**src/hdl/iphc_pkg.sv**
```systemverilog
package iphc_pkg;

	localparam logic [2:0]  DISPATCH     = 3'b011;
	localparam logic [3:0]  IPV6_VERSION = 4'd6;
	localparam logic [7:0]  MCAST_MARK   = 8'hff;
	localparam logic [7:0]  ALL_NODES    = 8'h02;
	localparam logic [63:0] LL_PREFIX    = 64'hfe80_0000_0000_0000;
	localparam logic [47:0] MAPPED_IID   = 48'h0000_00ff_fe00;

	localparam logic [1:0] TF_FULL     = 2'b00;
	localparam logic [1:0] TF_NO_DSCP  = 2'b01;
	localparam logic [1:0] TF_NO_FLOW  = 2'b10;

	localparam logic [1:0] HLIM_INLINE = 2'b00;
	localparam logic [1:0] HLIM_1      = 2'b01;
	localparam logic [1:0] HLIM_64     = 2'b10;
	localparam logic [1:0] HLIM_255    = 2'b11;

	localparam logic [7:0] HOP_1       = 8'd1;
	localparam logic [7:0] HOP_64      = 8'd64;
	localparam logic [7:0] HOP_255     = 8'd255;

	localparam logic [1:0] AM_FULL     = 2'b00;
	localparam logic [1:0] AM_64       = 2'b01;
	localparam logic [1:0] AM_16       = 2'b10;
	localparam logic [1:0] AM_ELIDED   = 2'b11;

	typedef struct packed {
		logic [7:0]         b0;
		logic [7:0]         b1;
		logic [0:3][7:0]    tf_bytes;
		logic [2:0]         tf_cnt;
		logic [7:0]         nh;
		logic [7:0]         hl;
		logic               hl_inl;
		logic [0:15][7:0]   src_bytes;
		logic [4:0]         src_cnt;
		logic [0:15][7:0]   dst_bytes;
		logic [4:0]         dst_cnt;
		logic               verr;
	} desc_t;

endpackage

```
**src/hdl/iphc_in_if.sv**
```systemverilog
interface iphc_in_if;
	logic        valid;
	logic        ready;
	logic [31:0] ver_class_flow;
	logic [7:0]  next_header;
	logic [7:0]  hop_limit;
	logic [63:0] src_high;
	logic [63:0] src_low;
	logic [63:0] dst_high;
	logic [63:0] dst_low;
	logic [63:0] src_ident;
	logic [63:0] dst_ident;

	modport source (
		output valid, ver_class_flow, next_header, hop_limit,
		output src_high, src_low, dst_high, dst_low, src_ident, dst_ident,
		input  ready
	);
	modport sink (
		input  valid, ver_class_flow, next_header, hop_limit,
		input  src_high, src_low, dst_high, dst_low, src_ident, dst_ident,
		output ready
	);
endinterface

```
**src/hdl/iphc_out_if.sv**
```systemverilog
interface iphc_out_if;
	logic       valid;
	logic       ready;
	logic [7:0] out_byte;
	logic       last_byte;
	logic       version_error;

	modport source (output valid, out_byte, last_byte, version_error, input ready);
	modport sink (input valid, out_byte, last_byte, version_error, output ready);
endinterface

```
**src/hdl/iphc_front.sv**
```systemverilog
module iphc_front (
	input  logic          clk,
	input  logic          arst_n,
	iphc_in_if.sink       hdr,
	output iphc_pkg::desc_t desc,
	output logic          desc_valid,
	input  logic          desc_ready
);
	import iphc_pkg::*;

	typedef struct packed {
		logic [1:0]       mode;
		logic [0:15][7:0] bytes;
		logic [4:0]       cnt;
	} addr_enc_t;

	function automatic addr_enc_t enc_unicast(logic [63:0] hi, logic [63:0] lo,
		logic [63:0] ident);
		addr_enc_t e;
		if (hi != LL_PREFIX) begin
			e.mode  = AM_FULL;
			e.bytes = {hi, lo};
			e.cnt   = 5'd16;
		end else if (lo == ident) begin
			e.mode  = AM_ELIDED;
			e.bytes = '0;
			e.cnt   = 5'd0;
		end else if (lo[63:16] == MAPPED_IID) begin
			e.mode  = AM_16;
			e.bytes = {lo[15:0], 112'h0};
			e.cnt   = 5'd2;
		end else begin
			e.mode  = AM_64;
			e.bytes = {lo, 64'h0};
			e.cnt   = 5'd8;
		end
		return e;
	endfunction

	function automatic addr_enc_t enc_multicast(logic [63:0] hi, logic [63:0] lo);
		addr_enc_t e;
		if (hi[55:48] == ALL_NODES && hi[47:0] == '0 && lo[63:8] == '0) begin
			e.mode  = AM_ELIDED;
			e.bytes = {lo[7:0], 120'h0};
			e.cnt   = 5'd1;
		end else if (hi[47:0] == '0 && lo[63:24] == '0) begin
			e.mode  = AM_16;
			e.bytes = {hi[55:48], lo[23:0], 96'h0};
			e.cnt   = 5'd4;
		end else if (hi[47:0] == '0 && lo[63:40] == '0) begin
			e.mode  = AM_64;
			e.bytes = {hi[55:48], lo[39:0], 80'h0};
			e.cnt   = 5'd6;
		end else begin
			e.mode  = AM_FULL;
			e.bytes = {hi, lo};
			e.cnt   = 5'd16;
		end
		return e;
	endfunction

	desc_t      desc_c;
	desc_t      desc_s1;
	logic       valid_s1;
	logic       take;
	logic [7:0] tclass;
	logic [5:0] dscp;
	logic [1:0] ecn;
	logic [19:0] flow;
	logic [1:0] tf;
	logic [1:0] hlim;
	logic       mcast;
	addr_enc_t  src_e;
	addr_enc_t  dst_e;

	assign tclass = hdr.ver_class_flow[27:20];
	assign dscp   = tclass[7:2];
	assign ecn    = tclass[1:0];
	assign flow   = hdr.ver_class_flow[19:0];
	assign mcast  = hdr.dst_high[63:56] == MCAST_MARK;
	assign src_e  = enc_unicast(hdr.src_high, hdr.src_low, hdr.src_ident);
	assign dst_e  = mcast ? enc_multicast(hdr.dst_high, hdr.dst_low)
		: enc_unicast(hdr.dst_high, hdr.dst_low, hdr.dst_ident);

	always_comb begin
		desc_c = '0;
		priority if (flow == '0) begin
			tf              = TF_NO_FLOW;
			desc_c.tf_bytes = {ecn, dscp, 24'h0};
			desc_c.tf_cnt   = 3'd1;
		end else if (dscp == '0) begin
			tf              = TF_NO_DSCP;
			desc_c.tf_bytes = {ecn, 2'b00, flow, 8'h00};
			desc_c.tf_cnt   = 3'd3;
		end else begin
			tf              = TF_FULL;
			desc_c.tf_bytes = {ecn, dscp, 4'h0, flow};
			desc_c.tf_cnt   = 3'd4;
		end
		priority if (hdr.hop_limit == HOP_255) hlim = HLIM_255;
		else if (hdr.hop_limit == HOP_64) hlim = HLIM_64;
		else if (hdr.hop_limit == HOP_1) hlim = HLIM_1;
		else hlim = HLIM_INLINE;
		desc_c.b0        = {DISPATCH, tf, 1'b0, hlim};
		desc_c.b1        = {2'b00, src_e.mode, mcast, 1'b0, dst_e.mode};
		desc_c.nh        = hdr.next_header;
		desc_c.hl        = hdr.hop_limit;
		desc_c.hl_inl    = hlim == HLIM_INLINE;
		desc_c.src_bytes = src_e.bytes;
		desc_c.src_cnt   = src_e.cnt;
		desc_c.dst_bytes = dst_e.bytes;
		desc_c.dst_cnt   = dst_e.cnt;
		desc_c.verr      = hdr.ver_class_flow[31:28] != IPV6_VERSION;
	end

	assign hdr.ready  = !valid_s1 || desc_ready;
	assign take       = hdr.valid && hdr.ready;
	assign desc       = desc_s1;
	assign desc_valid = valid_s1;

	always_ff @(posedge clk or negedge arst_n) begin
		if (!arst_n) begin
			valid_s1 <= 1'b0;
		end else if (hdr.ready) begin
			valid_s1 <= hdr.valid;
		end
	end

	always_ff @(posedge clk) begin
		if (take) begin
			desc_s1 <= desc_c;
		end
	end
endmodule

```
**src/hdl/iphc_queue.sv**
```systemverilog
module iphc_queue #(
	parameter int DEPTH = 2
) (
	input  logic            clk,
	input  logic            arst_n,
	input  iphc_pkg::desc_t push_data,
	input  logic            push_valid,
	output logic            push_ready,
	output iphc_pkg::desc_t head,
	output logic            head_valid,
	input  logic            pop
);
	import iphc_pkg::*;

	localparam int AW = (DEPTH > 1) ? $clog2(DEPTH) : 1;
	localparam int CW = $clog2(DEPTH + 1);

	desc_t         slots_q [DEPTH];
	logic [AW-1:0] wr_ptr_q;
	logic [AW-1:0] rd_ptr_q;
	logic [CW-1:0] count_q;
	logic          push;
	logic          do_pop;

	assign push_ready = count_q != CW'(DEPTH);
	assign head_valid = count_q != '0;
	assign head       = slots_q[rd_ptr_q];
	assign push       = push_valid && push_ready;
	assign do_pop     = pop && head_valid;

	always_ff @(posedge clk or negedge arst_n) begin
		if (!arst_n) begin
			wr_ptr_q <= '0;
			rd_ptr_q <= '0;
			count_q  <= '0;
		end else begin
			if (push) begin
				wr_ptr_q <= (wr_ptr_q == AW'(DEPTH - 1)) ? '0 : wr_ptr_q + 1'b1;
			end
			if (do_pop) begin
				rd_ptr_q <= (rd_ptr_q == AW'(DEPTH - 1)) ? '0 : rd_ptr_q + 1'b1;
			end
			if (push && !do_pop) begin
				count_q <= count_q + 1'b1;
			end else if (do_pop && !push) begin
				count_q <= count_q - 1'b1;
			end
		end
	end

	always_ff @(posedge clk) begin
		if (push) begin
			slots_q[wr_ptr_q] <= push_data;
		end
	end
endmodule

```
**src/hdl/iphc_back.sv**
```systemverilog
module iphc_back (
	input  logic            clk,
	input  logic            arst_n,
	input  iphc_pkg::desc_t head,
	input  logic            head_valid,
	output logic            pop,
	iphc_out_if.source      cmp
);
	import iphc_pkg::*;

	typedef enum logic [2:0] {
		SEG_BASE,
		SEG_TF,
		SEG_NH,
		SEG_HL,
		SEG_SRC,
		SEG_DST
	} seg_t;

	seg_t       seg_q;
	seg_t       seg_nxt;
	logic [3:0] idx_q;
	logic       valid_q;
	logic [7:0] byte_q;
	logic       last_q;
	logic       verr_q;
	logic       adv;
	logic       fire;
	logic [7:0] byte_c;
	logic       seg_end;
	logic       last_c;
	logic       src_none;
	logic       dst_none;
	seg_t       after_hl;

	assign adv      = !valid_q || cmp.ready;
	assign fire     = adv && head_valid;
	assign src_none = head.src_cnt == '0;
	assign dst_none = head.dst_cnt == '0;
	// both addresses elided: the header ends on the next header or hop limit byte
	assign after_hl = !src_none ? SEG_SRC : (!dst_none ? SEG_DST : SEG_BASE);

	always_comb begin
		byte_c  = '0;
		seg_end = 1'b0;
		seg_nxt = seg_q;
		unique case (seg_q)
			SEG_BASE: begin
				byte_c  = idx_q[0] ? head.b1 : head.b0;
				seg_end = idx_q[0];
				seg_nxt = SEG_TF;
			end
			SEG_TF: begin
				byte_c  = head.tf_bytes[idx_q[1:0]];
				seg_end = {1'b0, idx_q[1:0]} == head.tf_cnt - 3'd1;
				seg_nxt = SEG_NH;
			end
			SEG_NH: begin
				byte_c  = head.nh;
				seg_end = 1'b1;
				seg_nxt = head.hl_inl ? SEG_HL : after_hl;
			end
			SEG_HL: begin
				byte_c  = head.hl;
				seg_end = 1'b1;
				seg_nxt = after_hl;
			end
			SEG_SRC: begin
				byte_c  = head.src_bytes[idx_q];
				seg_end = {1'b0, idx_q} == head.src_cnt - 5'd1;
				seg_nxt = dst_none ? SEG_BASE : SEG_DST;
			end
			SEG_DST: begin
				byte_c  = head.dst_bytes[idx_q];
				seg_end = {1'b0, idx_q} == head.dst_cnt - 5'd1;
				seg_nxt = SEG_BASE;
			end
			default: begin
				seg_nxt = SEG_BASE;
			end
		endcase
		last_c = seg_end && seg_nxt == SEG_BASE;
	end

	assign pop = fire && last_c;

	always_ff @(posedge clk or negedge arst_n) begin
		if (!arst_n) begin
			seg_q   <= SEG_BASE;
			idx_q   <= '0;
			valid_q <= 1'b0;
			byte_q  <= '0;
			last_q  <= 1'b0;
			verr_q  <= 1'b0;
		end else if (adv) begin
			valid_q <= head_valid;
			if (head_valid) begin
				byte_q <= byte_c;
				last_q <= last_c;
				verr_q <= head.verr;
				if (seg_end) begin
					seg_q <= seg_nxt;
					idx_q <= '0;
				end else begin
					idx_q <= idx_q + 4'd1;
				end
			end
		end
	end

	assign cmp.valid         = valid_q;
	assign cmp.out_byte      = byte_q;
	assign cmp.last_byte     = last_q;
	assign cmp.version_error = verr_q;
endmodule

```
**src/hdl/iphc_header_compress.sv**
```systemverilog
// stateless 6lowpan iphc header compressor
// hdr channel: one ipv6 header per beat (version/class/flow, next header,
//   hop limit, source and destination addresses, both interface identifiers)
// cmp channel: the compressed header, one byte per beat in transmit order,
//   last_byte high on its final byte, version_error high on every byte of a
//   header whose version field is not 6
// a header yields 4 to 40 bytes, which the byte sequencer emits one byte per
//   cycle while the receiver keeps ready high; this sequencer sets the throughput
// a header passes the classification register, a queue slot and then the byte
//   output register before its first byte is presented
// the front stage registers each classified header and hands it to a queue
//   of QUEUE_DEPTH entries, so further headers are taken while bytes drain
// when the receiver holds ready low the current byte stays on cmp, the
//   sequencer waits, and hdr.ready falls once the queue and front stage fill
// reset empties the queue and the output register; no clearing pass is needed
module iphc_header_compress #(
	parameter int QUEUE_DEPTH = 2
) (
	input  logic        clk,
	input  logic        arst_n,
	iphc_in_if.sink     hdr,
	iphc_out_if.source  cmp
);
	import iphc_pkg::*;

	desc_t front_desc;
	logic  front_valid;
	logic  queue_ready;
	desc_t head;
	logic  head_valid;
	logic  pop;

	iphc_front u_front (
		.clk        (clk),
		.arst_n     (arst_n),
		.hdr        (hdr),
		.desc       (front_desc),
		.desc_valid (front_valid),
		.desc_ready (queue_ready)
	);

	iphc_queue #(
		.DEPTH (QUEUE_DEPTH)
	) u_queue (
		.clk        (clk),
		.arst_n     (arst_n),
		.push_data  (front_desc),
		.push_valid (front_valid),
		.push_ready (queue_ready),
		.head       (head),
		.head_valid (head_valid),
		.pop        (pop)
	);

	iphc_back u_back (
		.clk        (clk),
		.arst_n     (arst_n),
		.head       (head),
		.head_valid (head_valid),
		.pop        (pop),
		.cmp        (cmp)
	);
endmodule

```
**src/flat_wrapper.sv**
```systemverilog
// flat-port wrapper written by rule: the top's interface ports become plain ports
module iphc_header_compress_flat import iphc_pkg::*;
#(
	parameter int QUEUE_DEPTH = 2
)
  (clk, arst_n, hdr_valid, hdr_ver_class_flow, hdr_next_header, hdr_hop_limit, hdr_src_high, hdr_src_low, hdr_dst_high, hdr_dst_low, hdr_src_ident, hdr_dst_ident, hdr_ready, cmp_valid, cmp_out_byte, cmp_last_byte, cmp_version_error, cmp_ready);
  iphc_in_if hdr_i ();
  iphc_out_if cmp_i ();
  input  logic clk;
  input  logic arst_n;
  input wire logic [$bits(hdr_i.valid)-1:0] hdr_valid;
  input wire logic [$bits(hdr_i.ver_class_flow)-1:0] hdr_ver_class_flow;
  input wire logic [$bits(hdr_i.next_header)-1:0] hdr_next_header;
  input wire logic [$bits(hdr_i.hop_limit)-1:0] hdr_hop_limit;
  input wire logic [$bits(hdr_i.src_high)-1:0] hdr_src_high;
  input wire logic [$bits(hdr_i.src_low)-1:0] hdr_src_low;
  input wire logic [$bits(hdr_i.dst_high)-1:0] hdr_dst_high;
  input wire logic [$bits(hdr_i.dst_low)-1:0] hdr_dst_low;
  input wire logic [$bits(hdr_i.src_ident)-1:0] hdr_src_ident;
  input wire logic [$bits(hdr_i.dst_ident)-1:0] hdr_dst_ident;
  output wire logic [$bits(hdr_i.ready)-1:0] hdr_ready;
  output wire logic [$bits(cmp_i.valid)-1:0] cmp_valid;
  output wire logic [$bits(cmp_i.out_byte)-1:0] cmp_out_byte;
  output wire logic [$bits(cmp_i.last_byte)-1:0] cmp_last_byte;
  output wire logic [$bits(cmp_i.version_error)-1:0] cmp_version_error;
  input wire logic [$bits(cmp_i.ready)-1:0] cmp_ready;
  assign hdr_i.valid = hdr_valid;
  assign hdr_i.ver_class_flow = hdr_ver_class_flow;
  assign hdr_i.next_header = hdr_next_header;
  assign hdr_i.hop_limit = hdr_hop_limit;
  assign hdr_i.src_high = hdr_src_high;
  assign hdr_i.src_low = hdr_src_low;
  assign hdr_i.dst_high = hdr_dst_high;
  assign hdr_i.dst_low = hdr_dst_low;
  assign hdr_i.src_ident = hdr_src_ident;
  assign hdr_i.dst_ident = hdr_dst_ident;
  assign hdr_ready = hdr_i.ready;
  assign cmp_valid = cmp_i.valid;
  assign cmp_out_byte = cmp_i.out_byte;
  assign cmp_last_byte = cmp_i.last_byte;
  assign cmp_version_error = cmp_i.version_error;
  assign cmp_i.ready = cmp_ready;
  iphc_header_compress #(.QUEUE_DEPTH(QUEUE_DEPTH)) u_core (.clk(clk), .arst_n(arst_n), .hdr(hdr_i), .cmp(cmp_i));
endmodule
```
**config.mk**
```make
export PLATFORM = sky130hd
export DESIGN_NAME = iphc_header_compress_flat
export DESIGN_NICKNAME = d
export VERILOG_FILES = /design/src/hdl/iphc_pkg.sv /design/src/hdl/iphc_in_if.sv /design/src/hdl/iphc_out_if.sv /design/src/hdl/iphc_front.sv /design/src/hdl/iphc_queue.sv /design/src/hdl/iphc_back.sv /design/src/hdl/iphc_header_compress.sv /design/src/flat_wrapper.sv
export SDC_FILE = /design/constraint.sdc
export NUM_CORES = 1
export LEC_CHECK = 0
export BUFFER_PORTS_ARGS = -buffer_cell sky130_fd_sc_hd__buf_2
export CAP_MARGIN = 20
export CORE_ASPECT_RATIO = 2
export CORE_MARGIN = 2
export CORE_UTILIZATION = 50
export CTS_CLUSTER_DIAMETER = 120
export DETAILED_ROUTE_END_ITERATION = 8
export PLACE_DENSITY_LB_ADDON = 0.3
export SETUP_SLACK_MARGIN = 0.02
export SLEW_MARGIN = 20
export SYNTH_ARGS = -nofsm -noshare
export SYNTH_HDL_FRONTEND = slang
export SYNTH_SLANG_ARGS = --single-unit
```
**constraint.sdc**
```tcl
create_clock -name clk -period 16.2 [get_ports clk]
set_input_delay 0.81 -clock clk [delete_from_list [all_inputs] [get_ports clk]]
set_output_delay 0.81 -clock clk [all_outputs]
set_load 0.05 [all_outputs]
```
==> impl_metrics.json, run 1 <==
{
  "status": "completed",
  "yosysWarnings": 0,
  "hpwl_um": 90280,
  "internal_power_mw": 5.477,
  "netlist_area_um2": 40980,
  "power.share.switching_pct": 31.12,
  "ff2ff_setup_slack_ns": 11.76,
  "num-fill-cells": 6065,
  "drive_above_1_share_pct": 27.10,
  "drt-initial-drc-count": 2630,
  "synth_xor_area_share_pct": 3.056,
  "multi_input_area_um2": 10630,
  "max_slew_margin_pct": 17.42,
  "ctsResizeCount": 0,
  "synth_top_cell_by_area": "edfxtp_1",
  "via_per_inst": 6.319,
  "areaGrowthSynthToFinish_pct": 14.76,
  "synthDistinctLibCells": 72,
  "register_area_um2": 29870,
  "finalClockSkew_ns": 0.03386,
  "post-place-cells": 3748,
  "die_w_um": 206.4,
  "portBuffers": 447,
  "cts_buffer_depth": 3,
  "ys.flop_type": "edfxtp_1",
  "finalSetupViolCount": 0,
  "reg2regPathDepth": 11,
  "crit_slowest_cell": "dfrtp_4",
  "clkLatencyLatePin_ns": 0.68,
  "tightest_slew_ns": 1.227,
  "sequentialPowerShare_pct": 49.7,
  "power.leakage_nw": 16.51,
  "timing.max_cap.violations": 0,
  "clkPwrFrac_pct": 24.5,
  "critPathRequiredTime_ns": 16.77,
  "layout_min_cycle_time_ns": 4.440,
  "crit_type": "reg -> reg",
  "cts_tree": "done",
  "final-hold-violation-count": 0,
  "synth_cells": 2325,
  "numCtsBuffers": 83,
  "synth_top_cells_by_area": "edfxtp_1, mux4_2, xor2_1, mux2i_1, a21o_1",
  "rows": 148,
  "dieArea_um2": 84410,
  "start_kind": "flip-flop",
  "synth_mux_area_share_pct": 9.922,
  "num_vias": 24664,
  "grt_max_degree": 132,
  "rsz0062_at_grt": "no",
  "routed_wl_um": 127100,
  "worst_ep_arrival_time_ns": 5.01,
  "worstReg2RegStart": "u_core.u_queue.rd_ptr_q$_DFFE_PN0P_",
  "critPathBufInv": 1,
  "ctsHtreeMaxLevel": 3,
  "final_core_util_pct": 57.86,
  "min_path_type": "in -> async",
  "synth_fp_nets": 2765,
  "ctsHoldBuffers": 0,
  "synth_top_family_by_area": "multiplexers",
  "ant_nets": 0,
  "postCtsSetupBuffers": 0,
  "p_sw_mw": 2.475,
  "fin_tns_setup_ns": 0,
  "vdd_ir_drop_max_mv": 0.1664,
  "core_area_um2": 81290,
  "async_flop_share_pct": 2.305,
  "synthAdderAreaFrac_pct": 0.1221,
  "grt_usage_pct": 30.14,
  "grt_remaining_overflow": 0,
  "final_cell_area_um2": 47040,
  "stdcell_count": 3903,
  "die_h_um": 408.9,
  "drcViolationCount": 0,
  "avgSynthCellArea_um2": 17.63,
  "pwr-share-comb_pct": 25.8,
  "power_density_nw_per_um2": 169.1,
  "nets": 3225,
  "synth_compound_area_share_pct": 6.005,
  "cts.sinks": 998,
  "antenna_found_initial": 3,
  "grt_pass1_wl_um": 176600,
  "crit_chain": "buf_4 -> mux2i_1 -> ha_1 -> xnor2_1 -> o32ai_1 -> a41o_1 -> o2111ai_1 -> ha_1 -> xor2_1 -> nor2_1 -> xor2_1",
  "slew_viol_final": 0,
  "worstPathMaxFanout": 40,
  "yosys.area_share.simple_pct": 6.649,
  "initial_core_util_pct": 50.42,
  "yosysTopAreaCellShare_pct": 71.44,
  "gp_congestion": 1.013,
  "num_io_pins": 448,
  "clock.fmax_mhz": 225.2,
  "critPathCaptureType": "flip-flop",
  "fin_crit_sh_pct": 27.41,
  "r2r-end": "u_core.u_queue.count_q[1]$_DFFE_PN0P_",
  "ys_seq_elements": 998,
  "slowest_delay_ns": 1.01,
  "placed_area_um2": 44380,
  "clockRootBuffer": "clkbuf_16",
  "cp_top_family": "flip-flops",
  "drt-pass1-iter-count": 5,
  "wire_per_inst_um": 32.57,
  "clk_pin_slew_ns": 0.06,
  "grt_pass1_vias": 25402,
  "synth_edf_count": 975,
  "ys_seq_area_share_pct": 72.84
}
[cells in the mapped netlist (8+ instances only)]
cell type	number
o221ai_1	10
xnor2_1	11
nor4_1	88
a221o_1	33
mux4_2	142
clkbuf_1	61
nor2_1	41
a22oi_1	9
nand3_1	9
and2_1	87
a21o_1	87
buf_4	17
o21ai_0	55
inv_1	12
xor2_1	132
nand2b_1	8
mux2i_1	80
edfxtp_1	975
o21bai_1	9
a2bb2oi_1	8
a21oi_1	70
a31oi_1	8
o211ai_1	10
nor2b_1	79
dfrtp_1	23
buf_2	22
a2111oi_0	11
nand4_1	26
nand2_1	86
buf_1	9
nor3_1	14
[stage by stage]
step	hold WS, ns	setup slack (ns)	total power [mW]
3_5_place_dp	0.4298	11.45	6.061
3_3_place_gp	0.4223	11.41	5.979
2_1_floorplan	0.4215	0.9691	5.505
5_1_grt	0.1776	11.42	8.222
4_1_cts	0.1366	11.69	7.992
6_report	0.1584	11.76	7.952
[power groups by stage]
stage	sequential, mW	combinational, mW	clock (mW)
floorplan	4.16	1.35	0
global placement	3.95	2.02	0
detailed placement	4.01	2.06	0
CTS	3.96	2.06	1.97
global route	4.01	2.16	2.06
finish	3.96	2.05	1.95
[cells by family after synthesis]
logic type / count (synthesis)
flops: 998
simple gates: 475
compound gates: 352
mux: 228
xor+xnor: 143
buf+inv: 125
fa+ha+maj: 4
[layout by cell type, fill, tap and decap left out, drive strengths merged, types with 5 or more instances in the layout]
| cell | n |
|---|---|
| mux2 | 6 |
| o21ai | 56 |
| mux4 | 142 |
| nand2 | 86 |
| mux2i | 80 |
| a31oi | 8 |
| a21oi | 70 |
| nand4 | 26 |
| edfxtp | 975 |
| nor3 | 17 |
| inv | 15 |
| clkbuf | 104 |
| a2bb2oi | 8 |
| o22ai | 6 |
| clkinv | 36 |
| a211oi | 7 |
| dfrtp | 23 |
| a21o | 87 |
| a221o | 33 |
| buf | 486 |
| xnor2 | 11 |
| nand3 | 9 |
| a2111oi | 11 |
| nor2b | 79 |
| nor2 | 41 |
| nor4b | 6 |
| o211ai | 10 |
| a221oi | 6 |
| o221ai | 10 |
| a22oi | 9 |
| o21bai | 9 |
| and2 | 87 |
| a311oi | 5 |
| xor2 | 132 |
| nand2b | 8 |
| nor4 | 90 |
[registers in the layout, summed over array words and instances (netlist names)]
register                         count
u_core.u_back.seg_q                  3
u_core.u_queue.rd_ptr_q              1
u_core.u_queue.count_q               2
u_core.u_back.cmp.last_byte          1
u_core.u_back.cmp.valid              1
u_core.u_back.cmp.out_byte           8
u_core.u_front.desc                325
u_core.u_queue.wr_ptr_q              1
u_core.u_front.desc_valid            1
u_core.u_back.cmp.version_error      1
u_core.u_back.idx_q                  4
u_core.u_queue.slots_q             650
[worst max-delay path by stage]
stage                                           from                                        to  slack, ns  cells past startpoint
3_3_place_gp                         hdr_dst_low[44]        u_core.u_front.desc[133]$_DFFE_PP_      11.41                      8
3_5_place_dp                        hdr_dst_high[24]        u_core.u_front.desc[100]$_DFFE_PP_      11.45                      8
2_1_floorplan  u_core.u_queue.count_q[0]$_DFFE_PN0P_    u_core.u_queue.slots_q[0][0]$_DFFE_PP_       0.97                      4
5_1_grt          u_core.u_queue.rd_ptr_q$_DFFE_PN0P_     u_core.u_queue.count_q[1]$_DFFE_PN0P_      11.42                     11
6_report         u_core.u_queue.rd_ptr_q$_DFFE_PN0P_     u_core.u_queue.count_q[1]$_DFFE_PN0P_      11.76                     11
4_1_cts        u_core.u_queue.count_q[0]$_DFFE_PN0P_  u_core.u_queue.slots_q[1][162]$_DFFE_PP_      11.69                      5
[per-layer routing]
metal / wire (um) / vias up / GRT usage (%)
met1: 40650 / 12446 / 32.34
li1: - / 10267 / -
met3: 10470 / 391 / 6.170
met5: 30 / - / 0
met4: 10610 / 4 / 21.33
met2: 65350 / 1556 / 52.27
[worst register-to-register path, delay by kind of cell, from the launching register on]
family / cells / cell delay (ns)
AOI/OAI and AO/OA: 3 / 1.00
adders and majority gates: 2 / 0.59
muxes: 1 / 0.38
buffers and inverters: 1 / 0.78
DFF: 1 / 1.01
and+or+nand+nor: 1 / 0.15
xor gates and xnor gates: 3 / 0.45
[cell type report]
| class | count | share of cell area, % |
|---|---|---|
| Sequential cell | 998 | 63.50 |
| Antenna cell | 4 | 0.02128 |
| Tap cell | 1050 | 2.793 |
| Multi-Input combinational cell | 1202 | 22.59 |
| Timing Repair Buffer | 486 | 5.464 |
| Clock buffer | 104 | 4.719 |
| Inverter | 14 | 0.1117 |
| Clock inverter | 45 | 0.8007 |
No activity file was read; power rests on OpenSTA's default activity.
==> run 2: changes to the inputs <==
clock period = 4.1 ns   (was 16.2 ns; I/O delays follow)
==> run 2 against run 1 <==
Compared with the run above: clock skew down 0.0037 ns; largest power group unchanged; first-iteration DRC count up 11%; non-clock buffer count up 349; register-to-register slack worse by 11 ns; critical endpoint is now u_core.u_front.desc[130]$_DFFE_PP_; core utilization up 4.9 points; flip-flop and latch count unchanged; count of clock-buffer cells in the layout down 5; hold slack worse by 0.12 ns; critical path depth up 1; sequential share of layout area down 5.0 points; global-route usage up 1.4 points.
==> impl_metrics.json, run 2 (synthesis results as in run 1) <==
{
  "num_io_pins": 448,
  "internal_power_mw": 22.72,
  "antenna_found_initial": 4,
  "final_common_cell": "edfxtp_1",
  "wire_per_inst_um": 31.04,
  "rsz0062_at_grt": "no",
  "power.leakage_nw": 18.21,
  "r2r-end": "u_core.u_queue.count_q[1]$_DFFE_PN0P_",
  "via_per_inst": 6.156,
  "pwr-share-comb_pct": 26.9,
  "power.share.switching_pct": 30.99,
  "slew_viol_final": 0,
  "power_density_nw_per_um2": 645.4,
  "gp_congestion": 0.9929,
  "drt-met1-wl_um": 42420,
  "largest_reg_flops": 650,
  "num_vias": 26256,
  "postCtsSetupBuffers": 0,
  "cts_buffer_depth": 3,
  "min_from": "hdr_src_low[11]",
  "clkPwrFrac_pct": 25.8,
  "ctsHtreeMaxLevel": 3,
  "clk_pin_slew_ns": 0.07,
  "critPathCaptureType": "flip-flop",
  "drt-pass1-iter-count": 6,
  "worst_ep_arrival_time_ns": 4.57,
  "crit_slowest_cell": "nor4_1",
  "drt-initial-drc-count": 2926,
  "final-hold-violation-count": 0,
  "start_kind": "input port",
  "critPathRequiredTime_ns": 4.62,
  "routed_wl_um": 132400,
  "core_area_um2": 81290,
  "cts_tree": "done",
  "sequentialPowerShare_pct": 47.3,
  "min_path_type": "in -> reg",
  "clkLatencyLatePin_ns": 0.68,
  "grt_remaining_overflow": 0,
  "worstReg2RegStart": "u_core.u_queue.rd_ptr_q$_DFFE_PN0P_",
  "grt_pass1_vias": 27368,
  "clockRootBuffer": "clkbuf_16",
  "cts.sinks": 998,
  "finalPower_mw": 32.93,
  "timing.max_cap.violations": 0,
  "dieArea_um2": 84410,
  "hpwl_um": 90530,
  "fin_crit_sh_pct": 98.70,
  "initial_core_util_pct": 50.42,
  "layout_common_cells": "edfxtp_1, buf_2, dlygate4sd3_1, mux4_2, xor2_1",
  "met2_length_um": 67350,
  "cp_top_family": "buffers and inverters",
  "worstPathMaxFanout": 9,
  "dr_wl_met3_um": 11410,
  "finalClockSkew_ns": 0.03013,
  "drcViolationCount": 0,
  "min_to": "u_core.u_front.desc[150]$_SDFFCE_PN0P_",
  "slowest_delay_ns": 0.65,
  "grt_pass1_wl_um": 186200,
  "finalSetupViolCount": 0,
  "die_w_um": 206.4,
  "ff2ff_setup_slack_ns": 0.70,
  "hold-worst-slack_ns": 0.04264,
  "die_h_um": 408.9,
  "tightest_slew_ns": 1.238,
  "hold_depth": 2,
  "areaGrowthSynthToFinish_pct": 24.47,
  "nets": 3576,
  "portBuffers": 447,
  "crit_chain": "dlygate4sd3_1 -> buf_2 -> nor4_1 -> nand4_1 -> nor4_1 -> nand2_1 -> a21o_1 -> clkinv_1 -> a22oi_1 -> dlygate4sd3_1 -> o211ai_1 -> dlygate4sd3_1",
  "reg2regPathDepth": 13,
  "drive_above_1_share_pct": 25.72,
  "p_sw_mw": 10.21,
  "grt_usage_pct": 31.57,
  "regMostFlops": "u_core.u_queue.slots_q",
  "final_core_util_pct": 62.75,
  "ant_nets": 0,
  "vdd_ir_drop_max_mv": 0.4128,
  "clock.fmax_mhz": 247.1,
  "max_slew_margin_pct": 15.34,
  "critPathBufInv": 5,
  "crit_type": "in -> reg",
  "numCtsBuffers": 85,
  "rows": 148,
  "top_layer_used": "met5",
  "status": "completed",
  "grt_max_degree": 151,
  "crit_top_cell": "dlygate4sd3_1",
  "layout_min_cycle_time_ns": 4.047
}
==> run 2: cell types whose count changed in the layout (fill, tap and decap cells not counted), sizes merged <==
cell and delta:
diode +4, clkbuf -5, clkinvlp +5, dlygate4sd3 +321, inv +1, buf +28, clkinv -2, bufinv +10
==> run 2: per-layer routing <==
| metal | track usage (%) | up-vias |
|---|---|---|
| li1 | - | 10982 |
| met1 | 33.80 | 13055 |
| met2 | 54.56 | 1753 |
| met3 | 6.904 | 462 |
| met4 | 22.19 | 4 |
| met5 | 0 | - |
==> run 2: cell type report <==
cell class	instances	area, um2
Tap cell	1050	1314
Sequential cell	998	29870
Inverter	14	52.55
Antenna cell	8	20.02
Multi-Input combinational cell	1202	10650
Clock inverter	59	739.5
Fill cell	5707	30280
Clock buffer	99	2221
Timing Repair Buffer	835	6153
==> run 2: repair_timing <==
action / CTS / global route
hold buffers: 321 / 0
resized for setup: 0 / 2
endpoints found under the hold margin: 277 / 0
setup endpoints to repair: 0 / 8
==> run 2: how the worst max path moves through the flow <==
stage,start,end,slack [ns],depth (start not counted)
CTS,hdr_dst_low[53],u_core.u_front.desc[129]$_DFFE_PP_,0.18,12
global route,hdr_dst_low[53],u_core.u_front.desc[130]$_DFFE_PP_,0.03,12
detailed placement,hdr_dst_low[9],u_core.u_front.desc[89]$_DFFE_PP_,0.55,9
floorplan,u_core.u_queue.count_q[0]$_DFFE_PN0P_,u_core.u_queue.slots_q[0][0]$_DFFE_PP_,-1.76,4
finish,hdr_dst_low[53],u_core.u_front.desc[130]$_DFFE_PP_,0.05,12
global placement,hdr_dst_low[9],u_core.u_front.desc[86]$_DFFE_PP_,0.59,9
==> run 2: power by group through the flow <==
stage               clock (mW)  sequential (mW)  combinational (mW)
global placement             0             15.5                8.49
floorplan                    0             15.6                5.35
global route              8.98             15.7                9.30
finish                    8.49             15.6                8.87
detailed placement           0             15.7                8.60
CTS                       8.63             15.5                8.88
==> run 2: through the flow <==
| step | instances | setup slack (ns) | instance area [um2] | TNS, ns |
|---|---|---|---|---|
| global placement | 3778 | 0.5855 | 44790 | 0 |
| global route | 4260 | 0.02979 | 51000 | 0 |
| detailed placement | 3778 | 0.5505 | 44800 | 0 |
| finish | 4265 | 0.05328 | 51010 | 0 |
| CTS | 4257 | 0.1824 | 50970 | 0 |
| floorplan | 2325 | -1.756 | 41020 | -857.84 |
